`config.mk`:
```
export PLATFORM = sky130hd
export DESIGN_NAME = btmx_ctrl
export DESIGN_NICKNAME = d
export VERILOG_FILES = /design/src/hdl/btmx_pkg.sv /design/src/hdl/btmx_ctrl.sv
export SDC_FILE = /design/constraint.sdc
export NUM_CORES = 1
export LEC_CHECK = 0
export BUFFER_PORTS_ARGS = -buffer_cell sky130_fd_sc_hd__buf_2
export CORE_MARGIN = 2
export CORE_UTILIZATION = 61
export DETAILED_ROUTE_END_ITERATION = 6
export PLACE_DENSITY_LB_ADDON = 0.08
export SLEW_MARGIN = 20
export SYNTH_ARGS = -nofsm -noshare
export SYNTH_HDL_FRONTEND = slang
export SYNTH_SLANG_ARGS = --single-unit
```
`constraint.sdc`:
```
create_clock -name clk_i -period 8.1 [get_ports clk_i]
set_clock_uncertainty 0.1 [all_clocks]
set_input_delay 0.81 -clock clk_i [delete_from_list [all_inputs] [get_ports clk_i]]
set_output_delay 0.81 -clock clk_i [all_outputs]
set_load 0.02 [all_outputs]
```
`src/hdl/btmx_pkg.sv`:
```
// ----------------------------------------------------------------------------
// btmx_pkg
// Shared types and constants for the binary trie maximum-XOR block: payload
// structs, request and status codes, controller states and default sizes.
// ----------------------------------------------------------------------------
`default_nettype none

package btmx_pkg;

  // Default sizes, handed to the top level parameters.
  localparam int unsigned KEY_BITS_DEF      = 32;
  localparam int unsigned NODE_CAPACITY_DEF = 8192;

  // Fixed payload widths.
  localparam int unsigned REQ_W  = 2;
  localparam int unsigned KEY_W  = 32;
  localparam int unsigned RES_W  = 32;
  localparam int unsigned STAT_W = 2;

  typedef enum logic [REQ_W-1:0] {
    REQ_INSERT = 2'd0,
    REQ_QUERY  = 2'd1,
    REQ_CLEAR  = 2'd2
  } req_e;

  typedef enum logic [STAT_W-1:0] {
    STAT_OK    = 2'd0,
    STAT_EMPTY = 2'd1,
    STAT_FULL  = 2'd2
  } stat_e;

  typedef enum logic [1:0] {
    ST_IDLE,
    ST_WALK,
    ST_ALLOC,
    ST_DONE
  } fsm_state_e;

  typedef struct packed {
    logic [REQ_W-1:0] req_type;
    logic [KEY_W-1:0] key_value;
  } req_word_t;

  typedef struct packed {
    logic [RES_W-1:0]  xor_result;
    logic [RES_W-1:0]  best_so_far;
    logic [STAT_W-1:0] status;
  } res_word_t;

endpackage

`default_nettype wire

```
`src/hdl/btmx_ctrl.sv`:
```
// ----------------------------------------------------------------------------
// btmx_ctrl
// Trie walker: steps one key bit per cycle through the node pool, allocates
// missing nodes for inserts, and keeps root links, pool fill and running best.
// ----------------------------------------------------------------------------
`default_nettype none

module btmx_ctrl #(
  parameter int unsigned KEY_BITS      = 32,
  parameter int unsigned NODE_CAPACITY = 8192,
  parameter int unsigned PTR_W         = 13
) (
  input  wire logic                 clk_i,
  input  wire logic                 rst_ni,
  input  wire logic                 in_valid_i,
  output logic                      in_stall_o,
  input  wire btmx_pkg::req_word_t  in_data_i,
  input  wire logic                 out_free_i,
  output logic                      res_valid_o,
  output btmx_pkg::res_word_t       res_data_o,
  output logic                      mem_rd_en_o,
  output logic [PTR_W-1:0]          mem_rd_addr_o,
  input  wire logic [2*PTR_W-1:0]   mem_rd_data_i,
  output logic                      mem_wr_en_o,
  output logic [PTR_W-1:0]          mem_wr_addr_o,
  output logic [2*PTR_W-1:0]        mem_wr_data_o
);

  import btmx_pkg::*;

  localparam int unsigned LVL_W = (KEY_BITS > 1) ? $clog2(KEY_BITS) : 1;
  localparam int unsigned CNT_W = $clog2(NODE_CAPACITY + 1);
  localparam int unsigned SUM_W = CNT_W + LVL_W + 1;

  fsm_state_e          state_q, state_d;
  req_e                req_q, req_d;
  logic [KEY_BITS-1:0] key_q, key_d;
  logic [KEY_BITS-1:0] acc_q, acc_d;
  logic [LVL_W-1:0]    lvl_q, lvl_d;
  logic                cur_root_q, cur_root_d;
  logic [PTR_W-1:0]    cur_node_q, cur_node_d;
  logic [PTR_W-1:0]    alloc_q, alloc_d;
  logic                leaf_q, leaf_d;
  stat_e               stat_q, stat_d;
  logic [PTR_W-1:0]    root0_q, root0_d;
  logic [PTR_W-1:0]    root1_q, root1_d;
  logic [CNT_W-1:0]    used_q, used_d;
  logic                has_keys_q, has_keys_d;
  logic [RES_W-1:0]    best_q, best_d;

  logic [PTR_W-1:0]    child0, child1, opp, same, nxt, nu_ptr, alloc_p1;
  logic                bit_v;
  logic [KEY_BITS-1:0] acc_hit;
  logic [RES_W-1:0]    acc_now;
  logic [SUM_W-1:0]    need_sum;

  always_ff @(posedge clk_i or negedge rst_ni) begin
    if (!rst_ni) begin
      state_q    <= ST_IDLE;
      root0_q    <= '0;
      root1_q    <= '0;
      used_q     <= CNT_W'(1);
      has_keys_q <= 1'b0;
      best_q     <= '0;
    end else begin
      state_q    <= state_d;
      root0_q    <= root0_d;
      root1_q    <= root1_d;
      used_q     <= used_d;
      has_keys_q <= has_keys_d;
      best_q     <= best_d;
    end
  end

  always_ff @(posedge clk_i) begin
    req_q      <= req_d;
    key_q      <= key_d;
    acc_q      <= acc_d;
    lvl_q      <= lvl_d;
    cur_root_q <= cur_root_d;
    cur_node_q <= cur_node_d;
    alloc_q    <= alloc_d;
    leaf_q     <= leaf_d;
    stat_q     <= stat_d;
  end

  // Current node links come from the root registers or last cycle's read.
  assign child0   = cur_root_q ? root0_q : mem_rd_data_i[PTR_W-1:0];
  assign child1   = cur_root_q ? root1_q : mem_rd_data_i[2*PTR_W-1:PTR_W];
  assign bit_v    = key_q[lvl_q];
  assign opp      = bit_v ? child0 : child1;
  assign same     = bit_v ? child1 : child0;
  assign nxt      = same;
  assign nu_ptr   = PTR_W'(used_q);
  assign alloc_p1 = alloc_q + PTR_W'(1);
  assign need_sum = SUM_W'(used_q) + SUM_W'(lvl_q) + SUM_W'(1);

  always_comb begin
    acc_hit        = acc_q;
    acc_hit[lvl_q] = 1'b1;
  end
  assign acc_now = (opp != '0) ? RES_W'(acc_hit) : RES_W'(acc_q);

  always_comb begin
    state_d       = state_q;
    req_d         = req_q;
    key_d         = key_q;
    acc_d         = acc_q;
    lvl_d         = lvl_q;
    cur_root_d    = cur_root_q;
    cur_node_d    = cur_node_q;
    alloc_d       = alloc_q;
    leaf_d        = leaf_q;
    stat_d        = stat_q;
    root0_d       = root0_q;
    root1_d       = root1_q;
    used_d        = used_q;
    has_keys_d    = has_keys_q;
    best_d        = best_q;
    in_stall_o    = 1'b1;
    res_valid_o   = 1'b0;
    mem_rd_en_o   = 1'b0;
    mem_rd_addr_o = nxt;
    mem_wr_en_o   = 1'b0;
    mem_wr_addr_o = cur_node_q;
    mem_wr_data_o = '0;

    case (state_q)
      ST_IDLE: begin
        in_stall_o = 1'b0;
        if (in_valid_i) begin
          req_d      = req_e'(in_data_i.req_type);
          key_d      = KEY_BITS'(in_data_i.key_value);
          acc_d      = '0;
          lvl_d      = LVL_W'(KEY_BITS - 1);
          cur_root_d = 1'b1;
          cur_node_d = '0;
          stat_d     = STAT_OK;
          state_d    = ST_DONE;
          case (req_e'(in_data_i.req_type))
            REQ_INSERT: state_d = ST_WALK;
            REQ_QUERY: begin
              if (has_keys_q) begin
                state_d = ST_WALK;
              end else begin
                stat_d = STAT_EMPTY;
              end
            end
            REQ_CLEAR: begin
              root0_d    = '0;
              root1_d    = '0;
              used_d     = CNT_W'(1);
              has_keys_d = 1'b0;
              best_d     = '0;
            end
            default: ;
          endcase
        end
      end

      ST_WALK: begin
        if (req_q == REQ_QUERY) begin
          acc_d = KEY_BITS'(acc_now);
          if (opp != '0) begin
            acc_d         = acc_hit;
            mem_rd_addr_o = opp;
          end
          if ((opp == '0 && same == '0) || lvl_q == '0) begin
            // Walk finished or hit a dead end: fold into the running best.
            if (acc_now > best_q) begin
              best_d = acc_now;
            end
            state_d = ST_DONE;
          end else begin
            mem_rd_en_o = 1'b1;
            lvl_d       = lvl_q - LVL_W'(1);
            cur_root_d  = 1'b0;
            cur_node_d  = mem_rd_addr_o;
          end
        end else begin
          if (nxt == '0) begin
            if (need_sum > SUM_W'(NODE_CAPACITY)) begin
              stat_d  = STAT_FULL;
              state_d = ST_DONE;
            end else begin
              // Hook the first new node under the current node.
              if (cur_root_q) begin
                if (bit_v) begin
                  root1_d = nu_ptr;
                end else begin
                  root0_d = nu_ptr;
                end
              end else begin
                mem_wr_en_o   = 1'b1;
                mem_wr_addr_o = cur_node_q;
                mem_wr_data_o = bit_v ? {nu_ptr, child0} : {child1, nu_ptr};
              end
              alloc_d = nu_ptr;
              leaf_d  = (lvl_q == '0);
              if (lvl_q != '0) begin
                lvl_d = lvl_q - LVL_W'(1);
              end
              state_d = ST_ALLOC;
            end
          end else if (lvl_q == '0) begin
            // Duplicate key: nothing to allocate.
            has_keys_d = 1'b1;
            state_d    = ST_DONE;
          end else begin
            mem_rd_en_o = 1'b1;
            lvl_d       = lvl_q - LVL_W'(1);
            cur_root_d  = 1'b0;
            cur_node_d  = nxt;
          end
        end
      end

      ST_ALLOC: begin
        mem_wr_en_o   = 1'b1;
        mem_wr_addr_o = alloc_q;
        if (leaf_q) begin
          mem_wr_data_o = '0;
          used_d        = CNT_W'(alloc_q) + CNT_W'(1);
          has_keys_d    = 1'b1;
          state_d       = ST_DONE;
        end else begin
          mem_wr_data_o = key_q[lvl_q] ? {alloc_p1, {PTR_W{1'b0}}}
                                       : {{PTR_W{1'b0}}, alloc_p1};
          alloc_d       = alloc_p1;
          if (lvl_q == '0) begin
            leaf_d = 1'b1;
          end else begin
            lvl_d = lvl_q - LVL_W'(1);
          end
        end
      end

      ST_DONE: begin
        if (out_free_i) begin
          res_valid_o = 1'b1;
          state_d     = ST_IDLE;
        end
      end

      default: state_d = ST_IDLE;
    endcase
  end

  assign res_data_o.xor_result  = RES_W'(acc_q);
  assign res_data_o.best_so_far = best_q;
  assign res_data_o.status      = stat_q;

  // The pool is never read and written in the same cycle.
  a_no_rw_overlap: assert property (@(posedge clk_i) disable iff (!rst_ni)
    !(mem_rd_en_o && mem_wr_en_o))
    else $error("node pool read and write in the same cycle");

  a_used_range: assert property (@(posedge clk_i) disable iff (!rst_ni)
    (used_q >= CNT_W'(1)) && (used_q <= CNT_W'(NODE_CAPACITY)))
    else $error("node count out of range");

  a_result_has_room: assert property (@(posedge clk_i) disable iff (!rst_ni)
    res_valid_o |-> out_free_i)
    else $error("result issued while output register is busy");

  a_walk_descends: assert property (@(posedge clk_i) disable iff (!rst_ni)
    (state_q == ST_WALK && $past(state_q) == ST_WALK)
      |-> (lvl_q == LVL_W'($past(lvl_q) - LVL_W'(1))))
    else $error("walk did not advance one level");

  a_clear_empties: assert property (@(posedge clk_i) disable iff (!rst_ni)
    (state_q == ST_IDLE && in_valid_i && in_data_i.req_type == REQ_CLEAR)
      |=> (used_q == CNT_W'(1) && !has_keys_q && best_q == '0))
    else $error("clear left trie state behind");

endmodule

`default_nettype wire

```
==> impl_results.md <==
* Synth top area share at between 20% and 30%
* Vias per inst at between 6 and 7
* Setup Buffers After CTS at 0
* Placed wire-length estimate at roughly 20000 microns
* Net count, final at about 1.2k
* Max incr delay on CP at approximately 0.80 ns
* Synth-to-Final Area Change at 16.2%
* Port bufs at about 190
* GR Util met1 at 44.8%
* Setup TNS at 0 ns
* Most Used Layer, Global Route: met2
* CP Max Fanout at 61
* Worst setup SP type: register
* Most used DFF post-synth: edfxtp_1
* Pre-CTS setup slack at just under 2 ns
* CP bufs+invs at 1
* Placed cells at between 1k and 1.5k
* Die Y at approximately 130 microns
* Max Clock Freq at roughly 0.16 GHz
* Worst path arrival time at around 6.7 ns
* Clock slew at reported path FFs at around 0.070 ns
* WS Path Type: register to register
* Switching part of the total at a little under half
* EDFF count, synth at just over 100
* YS warnings at 0
* Final setup fails at 0
* CTS Root Cell: clkbuf_16
* Critical path's top delay family: compound AO/OA/AOI/OAI gates
* Synth area leaders: edfxtp_1 30%, dfrtp_1 18%, ha_1 5.9%, mux2i_1 5.0%, a22o_1 3.9%
* Net Count, Synth at 1075
* Final ANT Viol Nets at 0
* Worst slew margin at between 20% and 30%
* Yosys top cell by area: edfxtp_1
* Post-CTS Resized at 0
* First-pass GRT wire length at about 43000 microns
* Final WL at between 20000 and 30000 microns
* HP Class: input port to asynchronous set/reset pin
* Avg Inst Size Synth at approximately 11 sq um
* Final Worst Setup Slack at roughly 1.7 ns
* Total Routing Usage GR at around a third
* Final Non-Filler Cells at ~1.4k
* Share of flip-flops with an asynchronous set or reset at between 40% and 50%
* Highest-count cells in the layout ignoring fill and taps: 184 x buf_2, 101 x edfxtp_1, 74 x dfrtp_1
* WL/cell at 20.4 microns
* CTS Buffer Depth at 2
* Commonest non-fill, non-tap cell in the layout: buf_2
* Crit-path cells: nor3b_1 -> a22oi_1 -> nand3_1 -> a21o_2 -> mux2i_4 -> nand2_1 -> o21bai_1 -> ha_1 -> nand2b_1 -> a21oi_1 -> o41ai_1 -> a21boi_0 -> o21ai_0 -> o211a_1 -> o21a_1 -> buf_4 -> a22o_1
* CP Capture Type: register
* FF+latch count, synth at between 150 and 200
* Internal Power at 2.73 mW
* Core ar. at about 16000 sq um
* Slowest-stage cell, CP: a21o_2
* Req. time, crit path at approximately 8.4 ns
* Switching Power at between 2 and 2.5 mW
* Leak Pwr at ~5.2 nW
* Maxcap violations at 0
* Largest net degree at the start of global routing at slightly above 60
* Pwr/cell area at approximately 430 nW/um^2
* Mapped Area at between 10000 and 15000 sq um
* Comb pwr share at a little over half
* H-tree levels at 4
* Via Count at 8393
* Initial Util at slightly above 60%
* Fillers at about 1.2k
* Sequential area share after synthesis at 48.2%
* Tmin final at 6.42 ns
* Die W at approximately 130 microns
* Slew at the pin with the worst max-slew slack at about 1.1 ns
* Die area at ~18000 sq um
* Clock Latency Late Sink at around 0.44 ns
* GRT Residual Overflow at 0
* Final Hold Viols at 0
* Maximum vdd drop at around 340 uV
* Status: finished, final reports clean
* CTS Hold Bufs at 0
* Final worst-path cycle share at between 70 and 80%
* Initial antenna violation count at 0
* Number of global-route vias before repair at ~7.8k
* Row cnt at between 40 and 50
* Met2 Track Usage GR at 47.7%
* Seq pwr share at 30.9%
* 1st-pass router iterations at 6
* Layout cell share with drive strength beyond 1 at about a quarter
* Slew Viols, Final at 0
* Unrepaired setup endpoints after global routing: no
* Synth cell types at 73
* DRC at 0
* Synthesized instance count at between 900 and 1k
* Placer congestion estimate at just under 0.9
* Hold Slack at 0.183 ns
* Routing usage on met3 at between 6 and 7%
* Number of clock sinks at ~180
* Ant diodes at 0
* Cts bufs inserted at 17
* # IOs at 186
* Drt first-iter violations at ~760
* CTS tree: built
* Clock power frac at ~17%
-- synth_stat cells, drive strengths merged, types with 5 or more instances --
master  number
nand2b       7
nor3        11
nor2        69
a21o         8
dfrtp       74
o21ai       56
xnor2       10
o22ai       31
clkbuf      31
o21bai      28
a22oi        5
mux2        26
edfxtp     101
mux2i       53
ha          48
a31oi        6
a22o        45
nand2       68
inv         65
nand3       27
buf         21
and2        35
a21oi       52
nand4        8
-- state kept, by name (all words and copies together), names as in the netlist --
name and count:
acc_q 32, alloc_q 13, best_q 32, cur_node_q 13
cur_root_q 1, has_keys_q 1, key_q 32, leaf_q 1
lvl_q 5, req_q 2, root0_q 13, root1_q 13
stat_q 2, state_q 2, used_q 14
-- worst paths after layout --
| check | slack [ns] | end | startpoint | cells past startpoint |
|---|---|---|---|---|
| setup / recovery | 1.68 | best_q[27] | lvl_q[4] | 17 |
| hold / removal | 0.18 | best_q[20] | rst_ni | 1 |
| setup reg to reg | 1.68 | best_q[27] | lvl_q[4] | 17 |
| hold reg to reg | 0.40 | root0_q[6] | root0_q[6] | 2 |
| max in group asynchronous | 6.69 | root1_q[10] | rst_ni | 2 |
| min in group clk_i | 0.40 | root0_q[6] | root0_q[6] | 2 |
-- cell families (layout without fill, tap and decap cells) --
group / after synthesis / after routing / share of synthesized area, %
multiplexers: 83 / 83 / 9.16
flip-flops: 176 / 176 / 48.2
XOR/XNOR: 14 / 14 / 1.20
AND/OR/NAND/NOR: 259 / 259 / 13.1
AO/OA/AOI/OAI: 263 / 263 / 17.2
adder cells (fa/ha/maj): 49 / 49 / 6.09
buffers and inverters: 118 / 294 / 5.09
-- layer usage --
layer / vias up / share of wire, % / wire length, microns
met4: 0 / 3.4 / 945
met3: 63 / 8.0 / 2220
met5: - / 0 / 0
li1: 3864 / - / -
met1: 4011 / 43 / 11900
met2: 455 / 46 / 12700
-- worst reg2reg max path, stage by stage (launching register included) --
cell      delay [ns]
edfxtp_1        0.57
nor3b_1         0.73
a22oi_1         0.19
nand3_1         0.14
a21o_2          0.80
mux2i_4         0.53
nand2_1         0.38
o21bai_1        0.36
ha_1            0.31
nand2b_1        0.08
a21oi_1         0.06
o41ai_1         0.41
a21boi_0        0.16
o21ai_0         0.20
o211a_1         0.24
o21a_1          0.54
buf_4           0.36
a22o_1          0.19
-- stage by stage --
stage                     total power [mW]  cell area, sq um  utilization, %
after floorplan                       3.43             10200               -
after global placement                4.13             11200            68.2
after detailed placement              4.17             11200            68.2
after CTS                             5.02             11800            71.8
after global routing                  5.38             11800            72.0
final                                 5.08             11800            72.0
-- power groups by stage --
stage	Sequential, mW	Clock (mW)	Combinational (mW)
4_1_cts	1.56	0.849	2.61
2_1_floorplan	1.56	0	1.87
5_1_grt	1.60	0.885	2.90
3_3_place_gp	1.58	0	2.56
3_5_place_dp	1.58	0	2.59
6_report	1.57	0.843	2.67
-- final cells by class --
class	instances	area, sq um	area share [%]
sequential	176	4910	41.5
timing repair buffer	196	1020	8.60
clock buffer	18	429	3.62
multi-input combinational	668	4800	40.5
tap	220	275	2.32
inverter	66	248	2.09
clock inverter	14	170	1.44
No activity file was read; power rests on OpenSTA's default activity.
